$ cat config.mk
export PLATFORM = sky130hd
export DESIGN_NAME = terminal_key_escape_decoder
export DESIGN_NICKNAME = d
export VERILOG_FILES = /design/src/tked_pkg.sv /design/src/terminal_key_escape_decoder.sv
export SDC_FILE = /design/constraint.sdc
export NUM_CORES = 1
export LEC_CHECK = 0
export BUFFER_PORTS_ARGS = -buffer_cell sky130_fd_sc_hd__buf_2
export CAP_MARGIN = 40
export CORE_ASPECT_RATIO = 0.9
export CORE_MARGIN = 4
export CORE_UTILIZATION = 40
export DETAILED_ROUTE_END_ITERATION = 8
export PLACE_DENSITY = 0.68
export SKIP_CTS_REPAIR_TIMING = 1
export SYNTH_ARGS = -nofsm -noshare
export SYNTH_HDL_FRONTEND = slang
export SYNTH_SLANG_ARGS = --single-unit
$ cat constraint.sdc
create_clock -name i_clk -period 4.6 [get_ports i_clk]
set_clock_uncertainty 0.2 [all_clocks]
set_input_delay 0.92 -clock i_clk [delete_from_list [all_inputs] [get_ports i_clk]]
set_output_delay 0.92 -clock i_clk [all_outputs]
set_load 0.02 [all_outputs]
$ cat src/tked_pkg.sv
// shared types, codes and helper functions for the terminal key escape decoder
package tked_pkg;

    // event opcodes
    localparam logic [1:0] OP_BYTE   = 2'd0;
    localparam logic [1:0] OP_TICK   = 2'd1;
    localparam logic [1:0] OP_RESIZE = 2'd2;
    localparam logic [1:0] OP_EOF    = 2'd3;

    // key classes
    localparam logic [3:0] K_CHAR    = 4'd0;
    localparam logic [3:0] K_UP      = 4'd1;
    localparam logic [3:0] K_DOWN    = 4'd2;
    localparam logic [3:0] K_RIGHT   = 4'd3;
    localparam logic [3:0] K_LEFT    = 4'd4;
    localparam logic [3:0] K_HOME    = 4'd5;
    localparam logic [3:0] K_END     = 4'd6;
    localparam logic [3:0] K_DEL     = 4'd7;
    localparam logic [3:0] K_PGUP    = 4'd8;
    localparam logic [3:0] K_PGDN    = 4'd9;
    localparam logic [3:0] K_UNKNOWN = 4'd10;
    localparam logic [3:0] K_RESIZE  = 4'd11;
    localparam logic [3:0] K_EOF     = 4'd12;

    // character codes
    localparam logic [7:0] CH_ESC    = 8'h1B;
    localparam logic [7:0] CH_CSI    = 8'h5B; // '['
    localparam logic [7:0] CH_SS3    = 8'h4F; // 'O'
    localparam logic [7:0] CH_LT     = 8'h3C; // '<'
    localparam logic [7:0] CH_UPPER_M = 8'h4D; // 'M'
    localparam logic [7:0] CH_LOWER_M = 8'h6D; // 'm'
    localparam logic [7:0] CH_TILDE  = 8'h7E;
    localparam logic [7:0] CH_A      = 8'h41;
    localparam logic [7:0] CH_B      = 8'h42;
    localparam logic [7:0] CH_C      = 8'h43;
    localparam logic [7:0] CH_D      = 8'h44;
    localparam logic [7:0] CH_F      = 8'h46;
    localparam logic [7:0] CH_H      = 8'h48;
    localparam logic [7:0] CH_0      = 8'h30;
    localparam logic [7:0] CH_1      = 8'h31;
    localparam logic [7:0] CH_3      = 8'h33;
    localparam logic [7:0] CH_4      = 8'h34;
    localparam logic [7:0] CH_5      = 8'h35;
    localparam logic [7:0] CH_6      = 8'h36;
    localparam logic [7:0] CH_7      = 8'h37;
    localparam logic [7:0] CH_8      = 8'h38;
    localparam logic [7:0] CH_9      = 8'h39;
    localparam logic [7:0] FINAL_LO  = 8'h40;
    localparam logic [7:0] FINAL_HI  = 8'h7E;

    localparam logic [15:0] TIMEOUT_RESET = 16'd100;
    localparam int X10_REPORT_BYTES_DEF   = 3;

    typedef enum logic [6:0] {
        PH_IDLE  = 7'b0000001,
        PH_ESC1  = 7'b0000010,
        PH_ESC2  = 7'b0000100,
        PH_DIGIT = 7'b0001000,
        PH_SGR   = 7'b0010000,
        PH_X10   = 7'b0100000,
        PH_CSI   = 7'b1000000
    } t_phase;

    typedef struct packed {
        logic [1:0] event_opcode;
        logic [7:0] rx_byte;
    } t_in_item;

    typedef struct packed {
        logic [3:0] key_class;
        logic [7:0] char_code;
    } t_out_item;

    function automatic logic is_final(input logic [7:0] b);
        return b inside {[FINAL_LO:FINAL_HI]};
    endfunction

    function automatic logic is_digit(input logic [7:0] b);
        return b inside {[CH_0:CH_9]};
    endfunction

    function automatic logic [3:0] digit_key(input logic [7:0] d);
        logic [3:0] k;
        case (d)
            CH_1:    k = K_HOME;
            CH_3:    k = K_DEL;
            CH_4:    k = K_END;
            CH_5:    k = K_PGUP;
            CH_6:    k = K_PGDN;
            CH_7:    k = K_HOME;
            CH_8:    k = K_END;
            default: k = K_UNKNOWN;
        endcase
        return k;
    endfunction

endpackage

$ cat src/terminal_key_escape_decoder.sv
// top level of the terminal key escape decoder
//
// Decodes a stream of terminal input events (received byte, timer tick, resize,
// end of input) into keypresses. Plain bytes come out as characters; ESC opens a
// sequence which resolves to arrow, home, end, delete or page keys, to a lone ESC
// on timeout, resize or end of input, or to "unknown" for mouse reports and other
// CSI sequences, which are consumed up to their terminator. At most one key comes
// out per event. The block takes one event every clock cycle unless stalled: an
// event is held in an input register, the parser state and the key are worked out
// in combinational logic, and the key lands in an output register. The state
// update of the parser for each event is what sets this rate. While the output
// register holds a stalled key, the input register keeps any event it holds and
// the input side stalls. The escape timeout register
// is written through its own channel, which is always ready, and must only be
// written while no events are in flight. There is no clearing pass after reset.
module terminal_key_escape_decoder
    import tked_pkg::*;
#(
    parameter int X10_REPORT_BYTES = X10_REPORT_BYTES_DEF
) (
    input  logic      i_clk,
    input  logic      i_rst_n,
    // event channel
    input  logic      i_in_valid,
    output logic      o_in_stall,
    input  t_in_item  i_in_data,
    // key channel
    output logic      o_out_valid,
    input  logic      i_out_stall,
    output t_out_item o_out_data,
    // timeout register write
    input  logic        i_cfg_valid,
    output logic        o_cfg_ready,
    input  logic [15:0] i_cfg_data
);

    // x10 skip counter holds 0..X10_REPORT_BYTES
    localparam int SkipW = (X10_REPORT_BYTES < 2) ? 1 : $clog2(X10_REPORT_BYTES + 1);
    localparam logic [SkipW-1:0] SkipInit = SkipW'(X10_REPORT_BYTES);
    localparam logic [SkipW-1:0] SkipOne  = SkipW'(1);

    // configuration
    logic [15:0] r_timeout;

    // input register
    logic     r_in_valid;
    t_in_item r_in;

    // parser state
    t_phase           r_phase, n_phase;
    logic [7:0]       r_intro, n_intro;
    logic [7:0]       r_digit, n_digit;
    logic [SkipW-1:0] r_skip, n_skip;
    logic [15:0]      r_wait, n_wait;

    // output register
    logic      r_out_valid;
    t_out_item r_out;

    // result of the current event
    logic      res_valid;
    t_out_item res;

    logic proc_go;   // event in the input register is consumed this cycle
    logic in_xfer;
    logic awaiting;  // waiting for one of the two bytes after ESC
    logic [15:0] wait_inc;
    logic [7:0]  b;

    // the event advances whenever the output register is free or drains now
    assign proc_go    = r_in_valid && (!r_out_valid || !i_out_stall);
    assign o_in_stall = r_in_valid && !proc_go;
    assign in_xfer    = i_in_valid && !o_in_stall;

    assign o_cfg_ready = 1'b1;
    assign o_out_valid = r_out_valid;
    assign o_out_data  = r_out;

    assign b        = r_in.rx_byte;
    assign awaiting = (r_phase == PH_ESC1) || (r_phase == PH_ESC2);
    // tick counter saturates at its top value
    assign wait_inc = (r_wait == 16'hFFFF) ? r_wait : r_wait + 16'd1;

    // parser next state and key
    always_comb begin
        n_phase   = r_phase;
        n_intro   = r_intro;
        n_digit   = r_digit;
        n_skip    = r_skip;
        n_wait    = r_wait;
        res_valid = 1'b0;
        res       = '{key_class: K_CHAR, char_code: 8'h00};

        case (r_in.event_opcode)
            OP_BYTE: begin
                case (r_phase)
                    PH_ESC1: begin
                        n_intro = b;
                        n_wait  = 16'd0;
                        n_phase = PH_ESC2;
                    end
                    PH_ESC2: begin
                        // second byte after ESC: result unless a longer form starts
                        n_phase       = PH_IDLE;
                        res_valid     = 1'b1;
                        res.key_class = K_UNKNOWN;
                        if (r_intro == CH_CSI) begin
                            case (b)
                                CH_LT: begin
                                    n_phase   = PH_SGR;
                                    res_valid = 1'b0;
                                end
                                CH_UPPER_M: begin
                                    n_skip    = SkipInit;
                                    n_phase   = PH_X10;
                                    res_valid = 1'b0;
                                end
                                CH_A:    res.key_class = K_UP;
                                CH_B:    res.key_class = K_DOWN;
                                CH_C:    res.key_class = K_RIGHT;
                                CH_D:    res.key_class = K_LEFT;
                                CH_H:    res.key_class = K_HOME;
                                CH_F:    res.key_class = K_END;
                                default: begin
                                    if (is_digit(b)) begin
                                        n_digit   = b;
                                        n_phase   = PH_DIGIT;
                                        res_valid = 1'b0;
                                    end else if (!is_final(b)) begin
                                        // parameter bytes: skip to a final byte
                                        n_phase   = PH_CSI;
                                        res_valid = 1'b0;
                                    end
                                end
                            endcase
                        end else if (r_intro == CH_SS3) begin
                            if (b == CH_H) begin
                                res.key_class = K_HOME;
                            end else if (b == CH_F) begin
                                res.key_class = K_END;
                            end
                        end
                    end
                    PH_DIGIT: begin
                        if (b == CH_TILDE) begin
                            n_phase       = PH_IDLE;
                            res_valid     = 1'b1;
                            res.key_class = digit_key(r_digit);
                        end else if (is_final(b)) begin
                            n_phase       = PH_IDLE;
                            res_valid     = 1'b1;
                            res.key_class = K_UNKNOWN;
                        end else begin
                            n_phase = PH_CSI;
                        end
                    end
                    PH_SGR: begin
                        if (b == CH_UPPER_M || b == CH_LOWER_M) begin
                            n_phase       = PH_IDLE;
                            res_valid     = 1'b1;
                            res.key_class = K_UNKNOWN;
                        end
                    end
                    PH_X10: begin
                        if (r_skip <= SkipOne) begin
                            n_skip        = '0;
                            n_phase       = PH_IDLE;
                            res_valid     = 1'b1;
                            res.key_class = K_UNKNOWN;
                        end else begin
                            n_skip = r_skip - SkipOne;
                        end
                    end
                    PH_CSI: begin
                        if (is_final(b)) begin
                            n_phase       = PH_IDLE;
                            res_valid     = 1'b1;
                            res.key_class = K_UNKNOWN;
                        end
                    end
                    default: begin
                        // idle, and any stray phase code
                        if (b == CH_ESC) begin
                            n_wait  = 16'd0;
                            n_phase = PH_ESC1;
                        end else begin
                            n_phase       = PH_IDLE;
                            res_valid     = 1'b1;
                            res.key_class = K_CHAR;
                            res.char_code = b;
                        end
                    end
                endcase
            end
            OP_TICK: begin
                // ticks only matter while waiting after ESC
                if (awaiting) begin
                    n_wait = wait_inc;
                    if (wait_inc >= r_timeout) begin
                        n_phase       = PH_IDLE;
                        res_valid     = 1'b1;
                        res.key_class = K_CHAR;
                        res.char_code = CH_ESC;
                    end
                end
            end
            default: begin
                // resize or end of input
                n_phase   = PH_IDLE;
                res_valid = 1'b1;
                case (r_phase)
                    PH_ESC1, PH_ESC2: begin
                        res.key_class = K_CHAR;
                        res.char_code = CH_ESC;
                    end
                    PH_DIGIT, PH_SGR, PH_X10, PH_CSI: begin
                        n_skip        = '0;
                        res.key_class = K_UNKNOWN;
                    end
                    default: begin
                        res.key_class = (r_in.event_opcode == OP_RESIZE) ? K_RESIZE : K_EOF;
                    end
                endcase
            end
        endcase
    end

    // control and state registers
    always_ff @(posedge i_clk) begin
        if (!i_rst_n) begin
            r_timeout   <= TIMEOUT_RESET;
            r_in_valid  <= 1'b0;
            r_out_valid <= 1'b0;
            r_phase     <= PH_IDLE;
            r_intro     <= 8'h00;
            r_digit     <= 8'h00;
            r_skip      <= '0;
            r_wait      <= 16'd0;
        end else begin
            if (i_cfg_valid && o_cfg_ready) begin
                r_timeout <= i_cfg_data;
            end

            if (in_xfer) begin
                r_in_valid <= 1'b1;
            end else if (proc_go) begin
                r_in_valid <= 1'b0;
            end

            if (proc_go) begin
                r_phase <= n_phase;
                r_intro <= n_intro;
                r_digit <= n_digit;
                r_skip  <= n_skip;
                r_wait  <= n_wait;
            end

            if (proc_go && res_valid) begin
                r_out_valid <= 1'b1;
            end else if (!i_out_stall) begin
                r_out_valid <= 1'b0;
            end
        end
    end

    // payload registers
    always_ff @(posedge i_clk) begin
        if (in_xfer) begin
            r_in <= i_in_data;
        end
        if (proc_go && res_valid) begin
            r_out <= res;
        end
    end

    // resize or end of input always ends any sequence
    a_nonbyte_to_idle: assert property (@(posedge i_clk) disable iff (!i_rst_n)
        (proc_go && (r_in.event_opcode == OP_RESIZE || r_in.event_opcode == OP_EOF))
        |=> (r_phase == PH_IDLE))
        else $error("parser not idle after resize or end of input");

    // resize or end of input always yields a key
    a_nonbyte_result: assert property (@(posedge i_clk) disable iff (!i_rst_n)
        (proc_go && (r_in.event_opcode == OP_RESIZE || r_in.event_opcode == OP_EOF))
        |=> o_out_valid)
        else $error("no key for resize or end of input");

    // a plain byte when idle comes straight out as a character
    a_plain_char: assert property (@(posedge i_clk) disable iff (!i_rst_n)
        (proc_go && r_phase == PH_IDLE && r_in.event_opcode == OP_BYTE &&
         r_in.rx_byte != CH_ESC)
        |=> (o_out_valid && o_out_data.key_class == K_CHAR &&
             o_out_data.char_code == $past(r_in.rx_byte)))
        else $error("plain byte not passed through");

    // x10 skip count never exceeds the report length
    a_skip_bound: assert property (@(posedge i_clk) disable iff (!i_rst_n)
        r_skip <= SkipInit)
        else $error("x10 skip count out of range");

endmodule

==> flow_summary.yaml <==
status:
  status: "finished, final reports clean"
yosys:
  synth_seq_area_share_pct: 39.8
  synth_seq_cells: 81
  synthesis.nets: 557
  synth.area.top_cells: "dfxtp_1 26%, edfxtp_1 14%, mux2i_1 7.6%"
  yosys_warnings: 0
  synth_edf_count: 22
  ys_async_sr_fraction_pct: 0
  synthesis.area_um2: 4630
  avgSynthCellArea_um2: 9.09
  synthCells: 509
  synth_cell_type_count: 77
  synth_top_area_share_pct: 25.5
  yosys.area.top_type: "dfxtp_1"
  synthFlopType: "dfxtp_1"
route:
  ant_nets: 0
  drt-total-wl_um: 11600
  wl_per_cell_um: 16.6
  drtIter0Drc: 397
  dr_wl_met2_um: 4920
  met3_length_um: 717
  top_layer_used: "met4"
  via_count: 3931
  dr.pass1.iters: 5
  drc_errors: 0
  drt-met1-wl_um: 5770
  vias_per_cell: 5.63
cells_and_area:
  final_net_count: 589
  syn2layout_area_growth_pct: 13.0
  num_antenna_cells: 0
  fin_util_pct: 47.2
  layout-drive-gt1-share_pct: 15.6
  finalNonFillerCells: 698
sta:
  rsz0062_at_grt: "no"
  fin_crit_sh_pct: 87.8
  layout_setup_ws_ns: 0.560
  drv_slew: 0
  fmax_mhz: 248
  fin_crit_ns: 4.04
  worstMarginPinSlew_ns: 0.894
  setup_tns_ns: 0
  finalSetupViolCount: 0
  hold_viol_final: 0
  slew_headroom_pct: 40.2
min_path:
  min_path_type: "reg2reg"
global_route:
  antenna_found_initial: 0
  grt_max_degree: 40
  grt_overflow: 0
  grt_use_total_pct: 17.6
  grt_pass1_vias: 3543
  grt_pass1_wl_um: 18600
clock_network:
  clk_pin_slew_ns: 0.06
  cts.sinks: 81
  htreeDepth: 3
  cts_root_buffer: "clkbuf_16"
  cts_tree: "yes"
  numCtsBuffers: 9
  cts_buffer_depth: 2
  worstSkewPairLatency_ns: 0.35
power_and_ir_drop:
  ir_drop_v: 0.000188
  pwr_density_cell_nw_per_um2: 299
  p_leak_nw: 2.05
placement:
  globalplace.congestion: 0.944
  dpl_worst_slack_ns: 0.623
  io_buffers: 44
  dp_hpwl_um: 8580
  place_inst: 681
worst_setup_path:
  crit_path_end: "o_out_data[1]"
  cp_slowest_cell: "dfxtp_1"
  critPathKind: "reg2reg"
  cp_max_fo: 12
  endpoint_kind: "register"
  worstReg2RegEnd: "o_out_data[1]"
  max_stage_delay_ns: 0.43
  required_ns: 4.50
  crit_arrival_ns: 3.93
  critPathLaunch: "r_wait[0]"
  crit_chain: "ha_1, and4_1, nand4_1, buf_4, nand2b_1, xnor2_1, ha_1, a2111oi_0, o21ai_0, a221oi_1, nor3_1, a21oi_1, a21oi_1, buf_4"
  reg2regPathDepth: 14
  startpoint_type: "register"
  rrSetupSlack_ns: 0.56
  rr_startpoint: "r_wait[0]"
die:
  initial_core_util_pct: 41.7
  fp-row-count: 36
  die_h_um: 110
  coreArea_um2: 11100
  boundaryPins: 46
  dieArea_um2: 13400
  die_w_um: 121
flow_run:
  max_cap_viol_count: 0
-- how the worst min path moves through the flow --
stage,cells past startpoint,from,to
after floorplan,2,r_digit[5],r_digit[5]
after global placement,2,r_digit[5],r_digit[5]
after detailed placement,2,r_digit[4],r_digit[4]
after CTS,2,r_digit[4],r_digit[4]
after global routing,1,r_digit[6],r_digit[6]
final,2,r_digit[4],r_digit[4]
-- metal layers --
layer  GRT usage, %  vias to the layer above
met1           26.9                     1844
met4           6.40                        0
met2           24.4                      140
li1               -                     1932
met3           3.32                       15
met5              0                        -
-- registers in the layout, indices dropped and copies added (netlist names) --
name         cells
o_out_valid      1
o_out_data      12
r_in             2
r_intro          8
r_wait          16
b                8
r_digit          8
r_timeout       16
r_phase          7
r_in_valid       1
r_skip           2
-- worst max-delay path: cells and delay by family (launching register included) --
family,cells,cell delay [ns]
XOR/XNOR,1,0.17
buffers and inverters,2,0.43
AND/OR/NAND/NOR,4,0.57
AO/OA/AOI/OAI,5,1.46
flip-flops,1,0.43
adder cells (fa/ha/maj),2,0.54
-- metrics by stage --
step                total power [mW]  area, um2  hold slack [ns]
floorplan                      0.856       4630            0.231
global placement               0.892       4930            0.246
detailed placement             0.895       4930            0.253
CTS                             1.57       5220            0.267
global route                    1.62       5230            0.292
finish                          1.56       5230            0.262
-- cells in the mapped netlist, types with 3 or more instances --
master and n:
nand2b_1 11, and4_1 4, ha_1 17, o31ai_1 3, a31oi_1 8, mux2i_1 35
and3_1 12, xnor2_1 9, nor3_1 13, a22o_1 6, dfxtp_1 59, inv_1 21
nor4b_1 3, a21oi_1 18, and4b_1 4, buf_2 4, nand3_1 19, nor2b_1 6
nand2_1 42, o211ai_1 5, a22oi_1 3, nand4_1 7, or3_1 4, clkbuf_1 18
nand4b_1 4, nor3b_1 5, and2_1 4, edfxtp_1 22, nor4_1 3, nand3b_1 3
or4_1 3, nor2_1 58, xor2_1 6, o21ai_0 16
-- cell usage in the layout, fill, tap and decap left out, types with 4 or more instances in the layout --
cell       synthesis  final
and4b_1            4      4
buf_2              4     44
and2_1             4      4
and4_1             4      4
a31oi_1            8      8
buf_4              1      4
xor2_1             6      6
o211ai_1           5      5
nand4_1            7      7
nor3_1            13     13
mux2i_1           35     35
nor2b_1            6      6
or3_1              4      4
nand4b_1           4      4
inv_1             21     21
dfxtp_1           59     59
nor3b_1            5      5
nand2_1           42     42
nor2_1            58     58
and3_1            12     12
clkbuf_16          0      9
o21ai_0           16     16
a21oi_1           18     18
a22o_1             6      6
nand3_1           19     19
xnor2_1            9      9
edfxtp_1          22     22
nand2b_1          11     11
ha_1              17     17
-- power by group --
group	total (mW)	switching, mW	internal [mW]
Sequential	0.775	0.0225	0.752
Combinational	0.106	0.0630	0.0427
Clock	0.682	0.298	0.384
Total	1.56	0.383	1.18
-- cell families after synthesis --
| family | synth area share [%] |
|---|---|
| AND/OR/NAND/NOR | 27.1 |
| AO/OA/AOI/OAI | 13.3 |
| flip-flops | 39.8 |
| buffers and inverters | 4.41 |
| multiplexers | 7.82 |
| adder cells (fa/ha/maj) | 4.60 |
| XOR/XNOR | 2.84 |
| other | 0.0811 |
-- area by class of cell --
class                      count  area [um2]
clock buffer                  11         243
clock inverter                 5        41.3
fill                        1057        5860
inverter                      21        78.8
multi-input combinational    380        2580
sequential                    81        1840
tap                          152         190
timing repair buffer          48         250
No activity file was read; power rests on OpenSTA's default activity.
